## src/hdl/siph13_pkg.sv

```systemverilog
// Shared types, constants and SipRound functions for the keyed hash unit.
// Used by every module of the unit; depends on nothing.
package siph13_pkg;

	localparam logic [63:0] SEED_A      = 64'h736f6d6570736575;
	localparam logic [63:0] SEED_B      = 64'h646f72616e646f6d;
	localparam logic [63:0] SEED_C      = 64'h6c7967656e657261;
	localparam logic [63:0] SEED_D      = 64'h7465646279746573;
	localparam logic [63:0] LOW7_MASK   = 64'h7F7F7F7F7F7F7F7F;
	localparam logic [63:0] OFFSET_GE_A = 64'h3F3F3F3F3F3F3F3F;
	localparam logic [63:0] OFFSET_GT_Z = 64'h2525252525252525;
	localparam logic [63:0] TOP_BITS    = 64'h8080808080808080;
	localparam logic [63:0] FINAL_XOR   = 64'h00000000000000ff;
	localparam logic [3:0]  FULL_COUNT  = 4'd8;
	localparam logic [7:0]  FULL_LENGTH = 8'd8;

	typedef enum logic [0:0] {
		REG_KEY_LOW  = 1'b0,
		REG_KEY_HIGH = 1'b1
	} cfg_reg_t;

	typedef struct packed {
		logic [63:0] v0;
		logic [63:0] v1;
		logic [63:0] v2;
		logic [63:0] v3;
	} sip_state_t;

	// One input item after masking and case folding.
	typedef struct packed {
		logic [63:0] word;
		logic [3:0]  count;
		logic        last;
	} item_t;

	// Hand-off from the absorb stage to the finalization pipeline.
	typedef struct packed {
		sip_state_t  st;
		logic [63:0] fin_block;
	} final_job_t;

	function automatic sip_state_t sip_round(input sip_state_t s);
		logic [63:0] a, b, c, d;
		sip_state_t r;
		a = s.v0;
		b = s.v1;
		c = s.v2;
		d = s.v3;
		a = a + b; b = {b[50:0], b[63:51]}; b = b ^ a;
		a = {a[31:0], a[63:32]};
		c = c + d; d = {d[47:0], d[63:48]}; d = d ^ c;
		a = a + d; d = {d[42:0], d[63:43]}; d = d ^ a;
		c = c + b; b = {b[46:0], b[63:47]}; b = b ^ c;
		c = {c[31:0], c[63:32]};
		r.v0 = a;
		r.v1 = b;
		r.v2 = c;
		r.v3 = d;
		return r;
	endfunction

	function automatic sip_state_t absorb(input sip_state_t s, input logic [63:0] m);
		sip_state_t t;
		t = s;
		t.v3 = t.v3 ^ m;
		t = sip_round(t);
		t.v0 = t.v0 ^ m;
		return t;
	endfunction

	function automatic sip_state_t seed(input logic [63:0] k0, input logic [63:0] k1);
		sip_state_t s;
		s.v0 = SEED_A ^ k0;
		s.v1 = SEED_B ^ k1;
		s.v2 = SEED_C ^ k0;
		s.v3 = SEED_D ^ k1;
		return s;
	endfunction

	// Sets bit 5 of every byte in the range 'A'..'Z'; no carry crosses a byte.
	function automatic logic [63:0] fold_lower(input logic [63:0] x);
		logic [63:0] low7, ge_a, gt_z, upper;
		low7  = x & LOW7_MASK;
		ge_a  = low7 + OFFSET_GE_A;
		gt_z  = low7 + OFFSET_GT_Z;
		upper = ge_a & ~gt_z & ~x & TOP_BITS;
		return x | (upper >> 2);
	endfunction

endpackage

```

## src/hdl/siph13_state.sv

```systemverilog
// Key registers and running SipHash state: one SipRound per absorbed word,
// hand-off of final blocks to the finalization pipeline. Depends on siph13_pkg.
module siph13_state (
	input  logic                      clk,
	input  logic                      arst_n,
	input  logic                      cfg_we,
	input  logic [0:0]                cfg_index,
	input  logic [63:0]               cfg_data,
	input  logic                      valid_s1,
	input  siph13_pkg::item_t         item_s1,
	input  logic                      fin_ready,
	output logic                      advance,
	output logic                      job_valid,
	output siph13_pkg::final_job_t    job
);

	logic [63:0]            key_low_q, key_high_q;
	logic [63:0]            new_key_low, new_key_high;
	siph13_pkg::sip_state_t v_q;
	siph13_pkg::sip_state_t absorbed;
	logic [7:0]             len_q;
	logic [7:0]             len_new;

	always_comb begin
		new_key_low  = key_low_q;
		new_key_high = key_high_q;
		unique case (siph13_pkg::cfg_reg_t'(cfg_index))
			siph13_pkg::REG_KEY_LOW:  new_key_low  = cfg_data;
			siph13_pkg::REG_KEY_HIGH: new_key_high = cfg_data;
		endcase
	end

	// A final item waits in the input register until the pipeline can take it.
	assign advance   = valid_s1 && (!item_s1.last || fin_ready);
	assign job_valid = valid_s1 && item_s1.last;

	assign absorbed = siph13_pkg::absorb(v_q, item_s1.word);
	assign len_new  = len_q + {4'b0000, item_s1.count};

	always_comb begin
		job.st = item_s1.count[3] ? absorbed : v_q;
		// A full final word is followed by an empty block carrying only the length.
		job.fin_block = {len_new, item_s1.count[3] ? 56'd0 : item_s1.word[55:0]};
	end

	always_ff @(posedge clk or negedge arst_n) begin
		if (!arst_n) begin
			key_low_q  <= '0;
			key_high_q <= '0;
		end else if (cfg_we) begin
			key_low_q  <= new_key_low;
			key_high_q <= new_key_high;
		end
	end

	always_ff @(posedge clk or negedge arst_n) begin
		if (!arst_n) begin
			v_q   <= siph13_pkg::seed(64'd0, 64'd0);
			len_q <= '0;
		end else if (cfg_we) begin
			v_q   <= siph13_pkg::seed(new_key_low, new_key_high);
			len_q <= '0;
		end else if (advance) begin
			if (item_s1.last) begin
				v_q   <= siph13_pkg::seed(key_low_q, key_high_q);
				len_q <= '0;
			end else begin
				v_q   <= absorbed;
				len_q <= len_q + siph13_pkg::FULL_LENGTH;
			end
		end
	end

endmodule

```

## config.mk

```make
export PLATFORM = sky130hd
export DESIGN_NAME = siph13_state
export DESIGN_NICKNAME = d
export VERILOG_FILES = /design/src/hdl/siph13_pkg.sv /design/src/hdl/siph13_state.sv
export SDC_FILE = /design/constraint.sdc
export NUM_CORES = 2
export LEC_CHECK = 0
export BUFFER_PORTS_ARGS = -buffer_cell sky130_fd_sc_hd__buf_4
export CORE_ASPECT_RATIO = 0.8
export CORE_MARGIN = 3
export CORE_UTILIZATION = 40
export DETAILED_ROUTE_END_ITERATION = 10
export GPL_TIMING_DRIVEN = 0
export PLACE_DENSITY = 0.58
export SLEW_MARGIN = 40
export SYNTH_ARGS = -nofsm -noshare
export SYNTH_HDL_FRONTEND = slang
export SYNTH_SLANG_ARGS = --single-unit
export TNS_END_PERCENT = 100
```

## constraint.sdc

```tcl
create_clock -name clk -period 12.6 [get_ports clk]
set_clock_uncertainty 0.2 [all_clocks]
set_input_delay 2.52 -clock clk [delete_from_list [all_inputs] [get_ports clk]]
set_output_delay 2.52 -clock clk [all_outputs]
set_load 0.05 [all_outputs]
```

* After elaboration in Yosys (flattened, before gate mapping)
Index checks and enable logic that the tools add are counted.
Widths: inputs -> output; s select.
** Operators by class
- $add $sub $neg :: 6
- Mux-type cells :: 10
- Bitwise operators :: 14
- Reduce and logical (&&, ||, !) cells :: 5
** Operator list (number)
- $mux 256 :: 4
- $xor 64x64->64 :: 6
- $add 64x64->64 :: 4
- $mux 64 :: 2
- $not 37->37 :: 2
- $not 35->35 :: 2
- $not 34->34 :: 2
- $not 32->32 :: 2
- $mux 56 :: 1
- $mux 8 :: 3
- $add 8x4->8 :: 1
- $add 8x4->8 const B :: 1
- $logic_and 1x1->1 :: 2
- $reduce_bool 2->1 :: 1
- $logic_not 1->1 :: 1
- $logic_or 1x1->1 :: 1
** Storage, ports and cells
- Flip-flop bits (word level) :: 392
- Output and inout port bits :: 322
- Logic and storage cells :: 42

* Depth between registers and ports, before layout
- Depth in word-level cells :: 8
- Gate-level depth with buffers :: 28

* Least setup slack after synthesis
OpenSTA, ideal clock, no wires.
- Path kind :: input to output
- Start point :: input item_s1[15] (netlist name)
- End point :: output job[318] (netlist name)
- Arrival :: 8640 ps
- Data required time :: 9880 ps
- Slack :: 1240 ps
- Stages :: 26
- Buffers on the path :: 2
- Path through :: xor2_1 -> ha_1 -> buf_2 -> a211oi_1 -> o21bai_1 -> o31a_1 -> a31oi_2 -> a21oi_1 -> a31oi_1 -> o21ai_0 -> a21oi_1 -> xnor2_1 -> xnor2_1 -> inv_1 -> ha_1 -> clkbuf_1 -> a21oi_1 -> o21ai_0 -> a311oi_1 -> o21ai_0 -> or3b_2 -> a31oi_1 -> o21ai_0 -> a221oi_1 -> xor3_1 -> a21oi_1
** RTL lines
- from (decl) :: RTL line siph13_state.sv:10 : input siph13_pkg::item_t item_s1,
- to (decl) :: RTL line siph13_state.sv:14 : output siph13_pkg::final_job_t job

==> results.json <==
{
  "placed_area_mm2": 0.04809,
  "cts_buffers": 49,
  "die_area_mm2": 0.1064,
  "cap_viol_max_count": 0,
  "relSlewSlack": 0.2183,
  "setup_violations": 24,
  "postSynthNetCount": 5364,
  "synth-seq-cells": 389,
  "finalHoldViolCount": 0,
  "first_global_vias": 43390,
  "start_util": 0.4057,
  "criticalPathCategory": "in2out",
  "die_h_um": 292.4,
  "grt_max_degree": 74,
  "final_nets": 5954,
  "vias_per_cell": 7.103,
  "wire_per_inst_um": 45.30,
  "syn_area_mm2": 0.04102,
  "outcome": "complete, but fails checks",
  "tns_ps": -1946,
  "area_growth_pct": 27.49,
  "drtAntennaViolNets": 0,
  "root_buffer": "clkbuf_16",
  "period_share": 1.016,
  "clkSinkCount": 389,
  "drt-initial-drc-count": 9091,
  "place_congestion": 1.233,
  "max_freq_mhz": 78.13,
  "min_period_ps": 12800,
  "clk_latency_ps": 680,
  "design_area_mm2": 0.05229,
  "hpwl_um": 265500,
  "cp_max_fo": 9,
  "vias": 49380,
  "die_x_um": 364.0,
  "synth_edf_count": 0,
  "row_count": 104,
  "yosys_warnings": 0,
  "synthFlopType": "dfrtp_1",
  "cp_data_required_time_ps": 9880,
  "grt_pass1_wl_um": 400600,
  "cp-start-kind": "primary input",
  "synth_top_area_share": 0.1531,
  "syn_inst": 4967,
  "ctsHtreeMaxLevel": 2,
  "finalMaxSlewViolations": 0,
  "grt_use_total": 0.5650,
  "yosysMostFrequentCell": "a21oi_1",
  "rsz0062_at_grt": "yes",
  "clockBufferDepth": 3,
  "core_area_mm2": 0.1011,
  "cts_tree": "done",
  "final_util": 0.5172,
  "end_kind": "output port",
  "clkTransAtPathRegs_ps": 60,
  "io_pins": 461,
  "min_path_type": "reg2reg",
  "failed_checks": "negative setup slack",
  "synth.largest_area_cell": "dfrtp_1",
  "avgSynthCellArea_um2": 8.258,
  "yosys-top-cells-area": "dfrtp_1 15%, dfstp_2 8.8%, mux2_2 8.1%, ha_1 7.7%, xnor2_1 7.3%",
  "routed_wl_um": 314900,
  "arrival_ps": 10080,
  "antenna_found_initial": 43,
  "synthArstFlopShare": 1.000,
  "ys_types": 99,
  "drive_gt1_frac": 0.2837,
  "synth_seq_area_share": 0.2415,
  "post-route-drc-count": 0,
  "synth.top_cells.by_count": "578 x a21oi_1, 454 x nor2_1, 390 x nand2_1, 343 x xnor2_1, 295 x mux2_2",
  "globalRouteOverflowTotal": 0,
  "portBuffers": 455,
  "worst_slew_pin_slew_ps": 1167,
  "drt-pass1-iter-count": 8,
  "fin_ws_ps": -198.7
}
## worst max-delay path, stage by stage
cell and delay, ps:
buf_4 150, xnor2_4 390, clkinvlp_4 250, ha_1 530, nand2_1 180, or3_1 400
a32oi_1 360, buf_4 270, or4b_1 200, o21bai_4 110, o21ai_0 310, xor2_2 620
ha_1 360, clkbuf_1 230, inv_1 170, o21bai_1 100, a21o_1 200, a21oi_1 160
o21bai_1 100, a21o_1 190, a221o_1 360, a31oi_2 460, o31ai_4 130, xor2_4 360
xnor2_1 150, a21oi_2 470, buf_4 290
## per-stage QoR
stage               setup WS [ps]  hold WS (ps)  instances
global route               -110.7         297.6       6926
global placement            -4077         264.7       6747
floorplan                    1240         243.9       4967
finish                     -198.7         286.0       6952
CTS                        -152.7         280.5       6899
detailed placement          -1771         270.2       6789
## timing repair
item                                    in CTS  in global routing
endpoints found under the setup margin     115                 93
hold buffers                                 0                  0
pin swaps                                   13                 15
gates resized for setup                    133                 94
setup buffers                               19                 35
endpoints found under the hold margin        0                  0
gates cloned                                 0                  0
## flip-flops by register name (all words and copies together), names as in the netlist
signal,cells
key_low_q,64
len_q,5
key_high_q,64
v_q,256
## cell usage in the layout (no fill, tap or decap), drive strengths merged, types with 14 or more instances in the layout
cell type  instances
and3              31
inv              151
a221oi            23
mux2             295
a221o             28
o21bai            55
a31oi             70
mux2i            103
a211o             14
nand2b            33
nand4             63
nor2b             84
and2              21
a211oi            41
xnor2            343
diode             29
a21oi            580
xnor3             21
nand2            390
o31ai             22
o21a              80
nor2             454
xor2             261
o21ai            291
a21o             158
clkbuf           314
o211ai            61
a21boi            19
ha               254
nand3             69
nor3              54
buf              602
dfstp            138
dfrtp            251
## metal layers
metal,routed length [um],part of all wire,GRT usage,vias to the layer above
met5,851,0.0027,0.02317,-
met1,113200,0.36,0.6832,24150
met3,59060,0.19,0.3675,1257
met2,110200,0.35,0.6926,4983
met4,31660,0.10,0.4287,36
li1,-,-,-,18960
## final cells by class
cell class	count	area, um2
Fill cell	9720	48820
Multi-Input combinational cell	4122	32290
Sequential cell	389	9907
Timing Repair Buffer	551	4690
Tap cell	1325	1658
Clock buffer	71	1379
Buffer	294	1340
Inverter	150	566.8
Clock inverter	21	391.6
Antenna cell	29	72.57
## logic make-up (layout without fill, tap and decap cells)
family | count (synthesis) | after routing | synth area share
flops | 389 | 389 | 0.2415
buf+inv | 456 | 1087 | 0.04396
compound gates | 1563 | 1563 | 0.2396
mux | 398 | 398 | 0.1061
xor+xnor | 638 | 638 | 0.1481
other cells | 0 | 29 | 0
simple gates | 1265 | 1265 | 0.1412
fa+ha+maj | 258 | 258 | 0.07944
## path summary, 6_finish.rpt
kind	start	endpoint	slack [ps]	cells after the start
setup / recovery	item_s1[28]	job[249]	-200	27
hold / removal	v_q[212]	v_q[212]	290	2
setup reg to reg	v_q[158]	v_q[93]	3200	24
hold reg to reg	v_q[212]	v_q[212]	290	2
max in group asynchronous	arst_n	v_q[109]	9200	4
min in group asynchronous	arst_n	key_low_q[22]	1580	1
Power is left out: the tool's default activity adds up to more than one toggle a clock period on the data nets, which glitch-free logic cannot reach.
