===== config.mk =====
export PLATFORM = sky130hd
export DESIGN_NAME = siph13_front
export DESIGN_NICKNAME = d
export VERILOG_FILES = /design/src/hdl/siph13_pkg.sv /design/src/hdl/siph13_front.sv
export SDC_FILE = /design/constraint.sdc
export NUM_CORES = 1
export LEC_CHECK = 0
export ABC_AREA = 1
export BUFFER_PORTS_ARGS = -buffer_cell sky130_fd_sc_hd__buf_2
export CAP_MARGIN = 15
export CORE_ASPECT_RATIO = 0.7
export CORE_MARGIN = 2
export CORE_UTILIZATION = 35
export DETAILED_ROUTE_END_ITERATION = 7
export SYNTH_ARGS = -nofsm -noshare
export SYNTH_HDL_FRONTEND = slang
export SYNTH_SLANG_ARGS = --single-unit

===== constraint.sdc =====
create_clock -name clk -period 4.3 [get_ports clk]
set_clock_uncertainty 0.05 [all_clocks]
set_input_delay 0.43 -clock clk [delete_from_list [all_inputs] [get_ports clk]]
set_output_delay 0.43 -clock clk [all_outputs]
set_load 0.05 [all_outputs]

===== src/hdl/siph13_pkg.sv =====
// Shared types, constants and SipRound functions for the keyed hash unit.
// Used by every module of the unit; depends on nothing.
package siph13_pkg;

	localparam logic [63:0] SEED_A      = 64'h736f6d6570736575;
	localparam logic [63:0] SEED_B      = 64'h646f72616e646f6d;
	localparam logic [63:0] SEED_C      = 64'h6c7967656e657261;
	localparam logic [63:0] SEED_D      = 64'h7465646279746573;
	localparam logic [63:0] LOW7_MASK   = 64'h7F7F7F7F7F7F7F7F;
	localparam logic [63:0] OFFSET_GE_A = 64'h3F3F3F3F3F3F3F3F;
	localparam logic [63:0] OFFSET_GT_Z = 64'h2525252525252525;
	localparam logic [63:0] TOP_BITS    = 64'h8080808080808080;
	localparam logic [63:0] FINAL_XOR   = 64'h00000000000000ff;
	localparam logic [3:0]  FULL_COUNT  = 4'd8;
	localparam logic [7:0]  FULL_LENGTH = 8'd8;

	typedef enum logic [0:0] {
		REG_KEY_LOW  = 1'b0,
		REG_KEY_HIGH = 1'b1
	} cfg_reg_t;

	typedef struct packed {
		logic [63:0] v0;
		logic [63:0] v1;
		logic [63:0] v2;
		logic [63:0] v3;
	} sip_state_t;

	// One input item after masking and case folding.
	typedef struct packed {
		logic [63:0] word;
		logic [3:0]  count;
		logic        last;
	} item_t;

	// Hand-off from the absorb stage to the finalization pipeline.
	typedef struct packed {
		sip_state_t  st;
		logic [63:0] fin_block;
	} final_job_t;

	function automatic sip_state_t sip_round(input sip_state_t s);
		logic [63:0] a, b, c, d;
		sip_state_t r;
		a = s.v0;
		b = s.v1;
		c = s.v2;
		d = s.v3;
		a = a + b; b = {b[50:0], b[63:51]}; b = b ^ a;
		a = {a[31:0], a[63:32]};
		c = c + d; d = {d[47:0], d[63:48]}; d = d ^ c;
		a = a + d; d = {d[42:0], d[63:43]}; d = d ^ a;
		c = c + b; b = {b[46:0], b[63:47]}; b = b ^ c;
		c = {c[31:0], c[63:32]};
		r.v0 = a;
		r.v1 = b;
		r.v2 = c;
		r.v3 = d;
		return r;
	endfunction

	function automatic sip_state_t absorb(input sip_state_t s, input logic [63:0] m);
		sip_state_t t;
		t = s;
		t.v3 = t.v3 ^ m;
		t = sip_round(t);
		t.v0 = t.v0 ^ m;
		return t;
	endfunction

	function automatic sip_state_t seed(input logic [63:0] k0, input logic [63:0] k1);
		sip_state_t s;
		s.v0 = SEED_A ^ k0;
		s.v1 = SEED_B ^ k1;
		s.v2 = SEED_C ^ k0;
		s.v3 = SEED_D ^ k1;
		return s;
	endfunction

	// Sets bit 5 of every byte in the range 'A'..'Z'; no carry crosses a byte.
	function automatic logic [63:0] fold_lower(input logic [63:0] x);
		logic [63:0] low7, ge_a, gt_z, upper;
		low7  = x & LOW7_MASK;
		ge_a  = low7 + OFFSET_GE_A;
		gt_z  = low7 + OFFSET_GT_Z;
		upper = ge_a & ~gt_z & ~x & TOP_BITS;
		return x | (upper >> 2);
	endfunction

endpackage


===== src/hdl/siph13_front.sv =====
// Input register of the keyed hash unit: count clamping, tail masking and
// ASCII case folding. Depends on siph13_pkg.
module siph13_front (
	input  logic                clk,
	input  logic                arst_n,
	input  logic                in_valid,
	output logic                in_stall,
	input  logic [63:0]         message_word,
	input  logic [3:0]          byte_count,
	input  logic                last,
	input  logic                mode,
	input  logic                advance,
	output logic                valid_s1,
	output siph13_pkg::item_t   item_s1
);

	logic              load;
	logic [3:0]        eff_count;
	logic [63:0]       masked;
	siph13_pkg::item_t item_next;

	assign in_stall = valid_s1 && !advance;
	assign load     = in_valid && !in_stall;

	always_comb begin
		// Non-final items always count as full words.
		if (!last || (byte_count >= siph13_pkg::FULL_COUNT)) begin
			eff_count = siph13_pkg::FULL_COUNT;
		end else begin
			eff_count = byte_count;
		end
		for (int i = 0; i < 8; i++) begin
			masked[8*i +: 8] = (4'(i) < eff_count) ? message_word[8*i +: 8] : 8'h00;
		end
		item_next.word  = mode ? siph13_pkg::fold_lower(masked) : masked;
		item_next.count = eff_count;
		item_next.last  = last;
	end

	always_ff @(posedge clk or negedge arst_n) begin
		if (!arst_n) begin
			valid_s1 <= 1'b0;
		end else if (load) begin
			valid_s1 <= 1'b1;
		end else if (advance) begin
			valid_s1 <= 1'b0;
		end
	end

	always_ff @(posedge clk) begin
		if (load) begin
			item_s1 <= item_next;
		end
	end

endmodule


Word level (Yosys, flattened, before mapping)
Cells that the tools add are included.
{"block": "word_totals", "reg_bits": 70, "latchBits": 0, "ram_bits": 0, "romBits": 0, "in_bits": 74, "output_inout_bits": 71, "wordCells": 39, "memories": 0}
{"block": "op_classes", "addsub": 2, "n_mul": 0, "n_div": 0, "magnitude_cmp": 9, "n_eq_ne": 0, "shift": 0, "n_mux": 12, "bitwise": 5, "reduce_logical": 7}
{"cell": "adder 63 x 62 -> 64 bit, second input constant", "n": 2}
{"cell": "AND 64 bit", "n": 2}
{"cell": "inverter 64 bit", "n": 2}
{"cell": "2-to-1 mux 64 bit", "n": 1}
{"cell": "2-to-1 mux 8 bit", "n": 8}
{"cell": "bitwise OR 64 x 62 -> 64 bit", "n": 1}
{"cell": "< comparator 3 x 4 -> 1 bit, first input constant", "n": 4}
{"cell": "< comparator 1 x 4 -> 1 bit, first input constant", "n": 2}
{"cell": "< comparator 2 x 4 -> 1 bit, first input constant", "n": 2}
{"cell": "greater-or-equal comparator 4 bit, second input constant", "n": 1}
{"cell": "2-to-1 mux 4 bit", "n": 1}
{"cell": "logical NOT 1 bit", "n": 3}
{"cell": "logical AND 1 bit", "n": 2}
{"cell": "2-to-1 mux 1 bit", "n": 2}
{"cell": "nonzero test 2 bit", "n": 1}
{"cell": "logical OR 1 bit", "n": 1}

Logic depth before layout (Yosys ltp)
Gate-level depths: netlist of the first run.
{"block": "logic_depth", "depth_word": 11, "ltp_mapped": 9, "depth_no_buf": 8}

Worst setup path before layout of the first run
OpenSTA, ideal clock, no wires.
{"block": "synth_path", "path_type": "register to register", "startpoint": "reg valid_s1", "endpoint": "reg item_s1[0] (netlist bit) (enable)", "setup_time_ps": 497, "t_arrival_ps": 3891, "required_ps": 3753, "slack_ps": -138, "stages_incl_launch_ff": 4, "n_path_buf": 0, "synth_period_minus_slack_ps": 4438, "cell_sequence": "dfrtp_1 -> nand2_1 -> inv_1 -> nor2_1"}
{"block": "synth_between", "elab_chain_cells": 3}
{"item": "from (decl)", "line": "siph13_front.sv:13", "text": "output logic valid_s1,"}
{"item": "from (signal assigned)", "line": "siph13_front.sv:42", "text": "valid_s1 <= 1'b0;"}
{"item": "from (signal assigned)", "line": "siph13_front.sv:44", "text": "valid_s1 <= 1'b1;"}
{"item": "from (signal assigned)", "line": "siph13_front.sv:46", "text": "valid_s1 <= 1'b0;"}
{"item": "logical AND 1 bit", "line": "siph13_front.sv:22", "text": "assign in_stall = valid_s1 && !advance;"}
{"item": "via in_stall", "line": "siph13_front.sv:7", "text": "output logic in_stall,"}
{"item": "logical NOT 1 bit", "line": "siph13_front.sv:23", "text": "assign load = in_valid && !in_stall;"}
{"item": "logical AND 1 bit", "line": "siph13_front.sv:23"}
{"item": "via load", "line": "siph13_front.sv:17", "text": "logic load;"}
{"item": "to (signal assigned)", "line": "siph13_front.sv:52", "text": "item_s1 <= item_next;"}
{"item": "to (decl)", "line": "siph13_front.sv:14", "text": "output siph13_pkg::item_t item_s1"}
The timed path passes the listed nets, and every way through them passes these cells.
A chain may end at the register's enable or synchronous reset.

Final worst setup path of the first run
{"block": "layout_path", "startpoint": "reg valid_s1", "endpoint": "reg item_s1[6] (netlist bit) (enable)"}
{"block": "layout_between", "elab_chain_cells": 3}
{"item": "logical AND 1 bit", "line": "siph13_front.sv:22"}
{"item": "logical NOT 1 bit", "line": "siph13_front.sv:23"}
{"item": "logical AND 1 bit", "line": "siph13_front.sv:23"}
{"item": "via load", "line": "siph13_front.sv:17"}
The timed path passes the listed nets, and every way through them passes these cells.

==> impl_metrics.env, run 1 <==
export IMPL_place_congestion=0.864
export IMPL_yosys_warnings=0
export IMPL_drt_pass1_iterations=5
export IMPL_placed_area_um2=3990
export IMPL_fin_area_um2=4320
export IMPL_drt_total_wl_mm=7.33
export IMPL_clock_fmax_mhz=580
export IMPL_worst_path_max_delay_cell="buf_4"
export IMPL_yosysSeqAreaShare_pct=67.3
export IMPL_leakage_nw=2.19
export IMPL_synth_cell_types=22
export IMPL_area_growth_pct=38.5
export IMPL_core_area_um2=8550
export IMPL_final_core_util_pct=50.5
export IMPL_yosys_area_top_type_share_pct=66.5
export IMPL_max_cap_violations=0
export IMPL_setup_violations=0
export IMPL_p_int_w=0.00139
export IMPL_crit_chain="nand2_1, inv_1, nor2_4, buf_4"
export IMPL_grt_max_degree=70
export IMPL_grt_ovfl_total=0
export IMPL_finalWorstSetupSlack_ps=2580
export IMPL_hold_class="in2reg"
export IMPL_insertion_delay_ps=320
export IMPL_remaining_drc_errors=0
export IMPL_hold_viol=0
export IMPL_nets=527
export IMPL_vias=2544
export IMPL_finalPower_w=0.00192
export IMPL_port_buffers=144
export IMPL_clockPowerShare_pct=40.6
export IMPL_power_density_nw_per_um2=444
export IMPL_antenna_left=0
export IMPL_synth_top_area_cell="edfxtp_1"
export IMPL_maxSlewViolCount=0
export IMPL_syn_nets=371
export IMPL_dpl_worst_slack_ps=2400
export IMPL_cts_clk_slew_worst_paths_ps=50
export IMPL_vdd_ir_drop_max_mv=0.183
export IMPL_routed_via_density=4.40
export IMPL_worstSetupPathType="reg2reg"
export IMPL_fin_tns_setup_ps=0
export IMPL_cp_max_fo=69
export IMPL_p_switching_w=0.000530
export IMPL_critPathCaptureType="flip-flop"
export IMPL_die_w_um=117
export IMPL_outcome="completed"
export IMPL_startpoint_type="flip-flop"
export IMPL_ys_ff_latch=70
export IMPL_netlist_instances=297
export IMPL_grt_pass1_wl_mm=11.3
export IMPL_tightestPinTransition_ps=873
export IMPL_num_rows=28
export IMPL_slew_headroom_pct=41.8
export IMPL_wl_per_cell_um=12.7
export IMPL_cts_sinks=70
export IMPL_grt_pass1_vias=2399
export IMPL_slowest_delay_ps=680
export IMPL_path_delay_family="buffers and inverters"
export IMPL_io_pins=145
export IMPL_initial_utilization_pct=36.5
export IMPL_hpwl_mm=5.39
export IMPL_grt_util_all_layers_pct=15.2
export IMPL_synth_avg_cell_area_um2=10.5
export IMPL_seqPwrFrac_pct=42.5
export IMPL_finalCriticalPeriod_ps=1720
export IMPL_die_area_um2=9690
export IMPL_antenna_cells=0
export IMPL_power_frac_comb_pct=16.9
export IMPL_htreeDepth=3
export IMPL_period_share_pct=40.1
export IMPL_ys_top_cells_by_area="edfxtp_1 (66%), inv_1 (8.1%), nand2_1 (8.1%)"
export IMPL_cts_tree="done"
export IMPL_antenna_found_initial=0
export IMPL_p_sw_share_pct=27.7
export IMPL_dieHeight_um=83.0
export IMPL_root_buffer="clkbuf_16"
export IMPL_arrival_ps=1620
export IMPL_synth_area_um2=3120
export IMPL_critPathBufInv=2
export IMPL_clockBufferDepth=2
export IMPL_rsz0062_at_grt="no"
export IMPL_drive_gt1_share_pct=38.6
export IMPL_cp_required_ps=4190
export IMPL_cts_buffers=9
export IMPL_drt_iter0_markers=164
-- tightest hold or removal path, cell delays in order --
cell and delay [ps]:
buf_2 70, inv_1 60, nand2_1 70
-- sequential cells by signal, summed over array words and instances, names as in the netlist --
| register | count |
|---|---|
| valid_s1 | 1 |
| item_s1 | 69 |
-- routing by layer --
layer	global-route usage [%]	wire length [µm]
met5	0	0
met4	4.39	27
met3	5.26	707
met2	23.1	3230
met1	20.5	3370
-- worst paths after layout --
check                              start          to  slack [ps]  cells past startpoint
worst min register to register  valid_s1    valid_s1         440                      2
worst min-delay path            in_valid    valid_s1         290                      3
min in group asynchronous         arst_n    valid_s1         360                      2
max in group asynchronous         arst_n    valid_s1        3750                      2
worst max register to register  valid_s1  item_s1[6]        2580                      4
worst max-delay path            valid_s1  item_s1[6]        2580                      4
-- placed cells by master, fill, tap and decap left out, drive strengths merged, types with 3 or more instances in the layout --
master  count
nor2       31
nand3      21
o31ai       3
buf       145
edfxtp     69
nand4       3
o21ai      14
clkinv      4
clkbuf      9
nand2      73
nor3        6
inv        71
-- layout make-up --
| class | count | area (µm²) |
|---|---|---|
| multi-input combinational | 155 | 749 |
| sequential | 70 | 2100 |
| clock buffer | 9 | 225 |
| clock inverter | 7 | 88.8 |
| fill | 830 | 4230 |
| timing repair buffer | 146 | 738 |
| tap | 120 | 150 |
| inverter | 71 | 267 |
-- cells in the mapped netlist --
cell and n:
o21a_1 1, o21ai_2 2, nand2_2 5, o2111ai_1 1
o21ai_1 1, nor2_1 30, nor3_1 6, dfrtp_1 1
nor2_8 1, nand3_4 2, nand3_2 2, inv_1 67
nand4_1 3, inv_2 4, o21ai_0 11, a21oi_1 2
nand2_4 1, buf_6 1, edfxtp_1 69, nand3_1 17
o31ai_1 3, nand2_1 67
-- through the flow --
stage	cells	hold slack (ps)
floorplan	297	84.4
global placement	561	155
detailed placement	561	155
CTS	578	286
global route	578	315
finish	578	293
-- timing repair --
action	4_1_cts	5_1_grt
buffers inserted	0	0
setup endpoints to repair	0	0
hold buffers	1	0
resized for setup	0	0
endpoints found under the hold margin	1	0
-- power by group through the flow --
stage / Combinational [W] / Sequential [W] / Clock, W
after CTS: 0.000326 / 0.000814 / 0.000793
after global placement: 0.000322 / 0.000827 / 0
after floorplan: 0.0000824 / 0.000970 / 0
after global routing: 0.000350 / 0.000817 / 0.000823
final: 0.000324 / 0.000813 / 0.000778
after detailed placement: 0.000325 / 0.000827 / 0
-- cell families (layout without fill, tap and decap cells) --
| group | Yosys count | in the layout | share of synthesized area (%) |
|---|---|---|---|
| compound gates | 21 | 21 | 4.05 |
| buf+inv | 72 | 233 | 8.91 |
| flops | 70 | 70 | 67.3 |
| simple gates | 134 | 134 | 19.8 |
(Power assumes the default switching activity.)
==> run 2, diff against run 1 <==
Settings changed: PLACE_DENSITY from default to 0.65.
Clock period 4.3 ns to 1.4 ns, I/O delays scaled along.
==> run 2 against run 1 <==
  * First-iteration DRC count rose by 57%
  * Global-route usage rose by 0.45 points
  * Setup slack got worse by 2600 ps
  * Highest routed layer unchanged
  * Critical endpoint is now item_s1[59]
  * Fmax rose by 25%
  * Critical path type unchanged
  * Sequential share of layout area fell by 2.6 points
==> impl_metrics.env, run 2 (synthesis gave the netlist of run 1 again) <==
export IMPL_fill_cells=802
export IMPL_drt_total_wl_mm=7.55
export IMPL_hpwl_mm=5.60
export IMPL_area_growth_pct=46.3
export IMPL_layout_common_cells="buf_2 (144), edfxtp_1 (69), nand2_1 (66), inv_1 (66), nor2_1 (29)"
export IMPL_worstHoldStart="message_word[45]"
export IMPL_vias=2608
export IMPL_dieHeight_um=83.0
export IMPL_largest_register_ffs=69
export IMPL_rsz0062_at_grt="yes"
export IMPL_cts_tree="done"
export IMPL_cts_sinks=70
export IMPL_vdd_ir_drop_max_mv=0.576
export IMPL_io_pins=145
export IMPL_startpoint_type="flip-flop"
export IMPL_largest_registers="item_s1 (69), valid_s1 (1)"
export IMPL_final_core_util_pct=53.4
export IMPL_wl_per_cell_um=12.7
export IMPL_htreeDepth=3
export IMPL_insertion_delay_ps=320
export IMPL_core_area_um2=8550
export IMPL_die_w_um=117
export IMPL_grt_util_all_layers_pct=15.6
export IMPL_r2r_slack_ps=30
export IMPL_antenna_found_initial=1
export IMPL_grt_pass1_vias=2418
export IMPL_drt_pass1_iterations=4
export IMPL_clockBufferDepth=2
export IMPL_tightestPinTransition_ps=368
export IMPL_remaining_drc_errors=0
export IMPL_drt_iter0_markers=257
export IMPL_hold_class="in2reg"
export IMPL_num_rows=28
export IMPL_hold_viol=0
export IMPL_final_common_cell="buf_2"
export IMPL_grt_pass1_wl_mm=11.4
export IMPL_period_share_pct=98.1
export IMPL_r2r_cells=5
export IMPL_hold_end="item_s1[50]"
export IMPL_whs_ps=35.9
export IMPL_antenna_left=0
export IMPL_regArea_um2=2100
export IMPL_slowest_delay_ps=420
export IMPL_cp_required_ps=1380
export IMPL_root_buffer="clkbuf_16"
export IMPL_drive_gt1_share_pct=40.8
export IMPL_cts_buffers=9
export IMPL_nets=542
export IMPL_initial_utilization_pct=36.5
export IMPL_power_density_nw_per_um2=1340
export IMPL_grt_max_degree=26
export IMPL_worstReg2RegEnd="item_s1[59]"
export IMPL_worstHoldPathCells=3
export IMPL_routed_via_density=4.39
export IMPL_finalWorstSetupSlack_ps=25.9
export IMPL_worst_path_max_delay_cell="dfrtp_2"
export IMPL_critPathCaptureType="flip-flop"
export IMPL_cp_depth=5
export IMPL_worstSetupPathType="reg2reg"
export IMPL_port_buffers=144
export IMPL_max_flop_register="item_s1"
export IMPL_path_delay_family="flip-flops"
export IMPL_finalCriticalPeriod_ps=1370
export IMPL_r2r_start="valid_s1"
export IMPL_clock_fmax_mhz=728
export IMPL_fin_tns_setup_ps=0
export IMPL_crit_chain="nand2_4, clkinvlp_4, nor2_4, buf_6, buf_12"
export IMPL_max_cap_violations=0
export IMPL_cts_clk_slew_worst_paths_ps=50
export IMPL_arrival_ps=1350
export IMPL_setup_violations=0
export IMPL_multiInputGateArea_um2=757
export IMPL_maxSlewViolCount=0
export IMPL_grt_ovfl_total=0
export IMPL_dpl_worst_slack_ps=-11.1
export IMPL_die_area_um2=9690
export IMPL_outcome="completed"
export IMPL_critPathBufInv=3
export IMPL_place_congestion=0.913
export IMPL_slew_headroom_pct=75.4
export IMPL_leakage_nw=2.30
export IMPL_cp_max_fo=13
run 2: where the power goes:
part | internal [W] | switching, W | total [W]
sequential | 0.00247 | 0.0000333 | 0.00250
clock | 0.00174 | 0.000778 | 0.00252
combinational | 0.000312 | 0.000775 | 0.00109
run 2: how the worst max path moves through the flow:
| stage | endpoint | slack [ps] | start |
|---|---|---|---|
| after floorplan | item_s1[0] | -1090 | valid_s1 |
| final | item_s1[59] | 30 | valid_s1 |
| after CTS | item_s1[56] | 3 | valid_s1 |
| after global routing | item_s1[3] | -30 | valid_s1 |
| after detailed placement | item_s1[58] | -10 | last |
| after global placement | item_s1[51] | 10 | valid_s1 |
run 2: cell type report:
type	count	area share, %
inverters	71	5.93
multi-input cells	155	16.6
well taps	120	3.29
clock inverters	4	2.09
clock buffers	12	5.19
repair buffers	161	20.9
flip-flops and latches	70	46.0
diodes	1	0.0549
run 2: layer usage:
| layer | track usage [%] | vias to the layer above | share of wire (%) |
|---|---|---|---|
| li1 | - | 1312 | - |
| met1 | 20.5 | 1171 | 45 |
| met2 | 24.0 | 121 | 46 |
| met3 | 6.79 | 4 | 8.9 |
| met4 | 3.32 | 0 | 0.53 |
| met5 | 0 | - | 0 |
run 2: metrics by stage:
stage                     instance area, µm²  total power (W)  std cells
final                                   4560          0.00610        594
after global routing                    4560          0.00633        593
after CTS                               4510          0.00615        591
after detailed placement                4080          0.00357        569
after global placement                  4080          0.00356        569
after floorplan                         3130          0.00323        297
run 2: worst min-delay path, cell delays in order:
cell and delay (ps):
buf_2 70, nand2_1 40, nand2_1 50
run 2: repair_timing:
item,in CTS,in global routing
setup endpoints to repair,57,69
gates cloned,2,2
buffers inserted,2,0
gates resized for setup,3,3
hold endpoints to repair,2,0
hold buffers,2,0
pin swaps,0,1
==> run 3, diff against run 2 <==
Settings changed: PLACE_DENSITY 0.65 to default.
Clock period 1.4 ns to 1.3 ns, I/O delays scaled along.
==> run 3 against run 2 <==
  * The run now ends with setup timing left
  * Combinational power up 11%
  * Count of clock-buffer cells in the layout shrank 2
  * Global-route usage fell by 0.44 points
  * Total power rose by 5.9%
  * Sequential share of layout area shrank 1.2 points
  * Core utilization up 1.4 points
  * Via count up 0.77%
  * Critical endpoint is now item_s1[35]
  * Largest cell class unchanged
  * Largest power group is now registers
==> impl_metrics.env, run 3 (synthesis gave the netlist of run 1 again) <==
export IMPL_outcome="complete, but fails checks"
export IMPL_violations="setup timing"
export IMPL_finalWorstSetupSlack_ps=-50.1
export IMPL_vias=2628
export IMPL_nets=559
export IMPL_core_area_um2=8550
export IMPL_crit_chain="nand2_4, clkinvlp_4, nor2_4, buf_12, clkbuf_16"
export IMPL_hold_class="in2reg"
export IMPL_slowest_delay_ps=410
export IMPL_initial_utilization_pct=36.5
export IMPL_worstSetupPathType="reg2reg"
export IMPL_hpwl_mm=5.80
export IMPL_placedCellCount=586
export IMPL_grt_pass1_vias=2458
export IMPL_routed_via_density=4.31
export IMPL_hold_viol=0
export IMPL_cts_buffers=9
export IMPL_layout_common_cells="buf_2 (143), edfxtp_1 (69), nand2_1 (66), inv_1 (66), nor2_1 (29)"
export IMPL_antenna_cells=0
export IMPL_critPathBufInv=3
export IMPL_finalCriticalPeriod_ps=1350
export IMPL_htreeDepth=3
export IMPL_maxSlewViolCount=0
export IMPL_drt_iter0_markers=135
export IMPL_antenna_found_initial=0
export IMPL_grt_max_degree=39
export IMPL_fin_tns_setup_ps=-2530
export IMPL_vdd_ir_drop_max_mv=0.564
export IMPL_clockBufferDepth=2
export IMPL_drive_gt1_share_pct=43.1
export IMPL_tightestPinTransition_ps=291
export IMPL_seqPwrFrac_pct=41.6
export IMPL_wl_per_cell_um=12.6
export IMPL_cts_clk_slew_worst_paths_ps=60
export IMPL_cp_required_ps=1280
export IMPL_whs_ps=38.5
export IMPL_drt_total_wl_mm=7.71
export IMPL_largest_register_ffs=69
export IMPL_grt_pass1_wl_mm=11.4
export IMPL_path_delay_family="buffers and inverters"
export IMPL_final_common_cell="buf_2"
export IMPL_clock_fmax_mhz=741
export IMPL_die_area_um2=9690
export IMPL_slew_headroom_pct=80.6
export IMPL_worst_path_max_delay_cell="dfrtp_2"
export IMPL_grt_util_all_layers_pct=15.2
export IMPL_p_sw_share_pct=27.2
export IMPL_cts_sinks=70
export IMPL_leakage_nw=2.37
export IMPL_period_share_pct=104
export IMPL_largest_registers="item_s1 (69), valid_s1 (1)"
export IMPL_startpoint_type="flip-flop"
export IMPL_port_buffers=144
export IMPL_root_buffer="clkbuf_16"
export IMPL_drt_pass1_iterations=4
export IMPL_stdcell_count=610
export IMPL_place_congestion=0.782
export IMPL_insertion_delay_ps=310
export IMPL_num_rows=28
export IMPL_power_density_nw_per_um2=1380
export IMPL_power_frac_comb_pct=18.8
export IMPL_rsz0062_at_grt="yes"
export IMPL_setup_violations=69
export IMPL_arrival_ps=1330
export IMPL_max_cap_violations=0
export IMPL_p_switching_w=0.00176
export IMPL_antenna_left=0
export IMPL_die_w_um=117
export IMPL_cp_max_fo=9
export IMPL_area_growth_pct=50.2
export IMPL_critPathCaptureType="flip-flop"
export IMPL_clockPowerShare_pct=39.6
export IMPL_p_int_w=0.00470
export IMPL_cts_tree="done"
export IMPL_dieHeight_um=83.0
export IMPL_dpl_worst_slack_ps=-117
export IMPL_grt_ovfl_total=0
export IMPL_remaining_drc_errors=0
export IMPL_io_pins=145
export IMPL_max_flop_register="item_s1"
run 3: repair_timing:
item	in CTS	in global routing
cloned	0	4
resized for setup	1	7
endpoints found under the setup margin	70	70
buffers inserted	0	2
hold endpoints to repair	2	0
hold buffers	2	0
pin swaps	0	1
run 3: path summary, 6_finish.rpt:
kind                          endpoint              from  slack (ps)  cells past startpoint
max                        item_s1[35]          valid_s1         -50                      5
min                        item_s1[59]  message_word[54]          40                      3
max reg2reg                item_s1[35]          valid_s1         -50                      5
min reg2reg                   valid_s1          valid_s1         590                      3
max in group asynchronous     valid_s1            arst_n        1000                      2
min in group asynchronous     valid_s1            arst_n         110                      2
run 3: metrics by stage:
step | instance area (µm²) | power [W] | util [%]
final | 4680 | 0.00646 | 54.8
after global routing | 4680 | 0.00672 | 54.8
after CTS | 4550 | 0.00648 | 53.2
after detailed placement | 4210 | 0.00389 | 49.3
after global placement | 4210 | 0.00388 | 49.3
after floorplan | 3130 | 0.00348 | -
run 3: power groups by stage:
stage | clock (W) | sequential, W | combinational (W)
2_1_floorplan | 0 | 0.00321 | 0.000277
3_5_place_dp | 0 | 0.00273 | 0.00115
5_1_grt | 0.00272 | 0.00270 | 0.00130
6_report | 0.00256 | 0.00269 | 0.00121
4_1_cts | 0.00263 | 0.00269 | 0.00116
3_3_place_gp | 0 | 0.00274 | 0.00114
run 3: layer usage:
layer	share of wire, %	up-vias	routed length, µm	GRT usage [%]
met5	0	-	0	0
met4	0.73	0	56	4.17
met3	8.4	5	645	4.74
met2	43	112	3290	22.4
met1	48	1170	3720	21.6
li1	-	1341	-	-
run 3: final cells by class:
class | instances | area, µm²
clock inverter | 6 | 85.1
fill | 817 | 3870
multi-input combinational | 155 | 757
clock buffer | 10 | 229
timing repair buffer | 178 | 1090
inverter | 71 | 270
sequential | 70 | 2100
tap | 120 | 150
run 3: worst min-delay path, stage by stage:
cell,delay (ps)
buf_2,70
nand2_1,50
inv_1,50
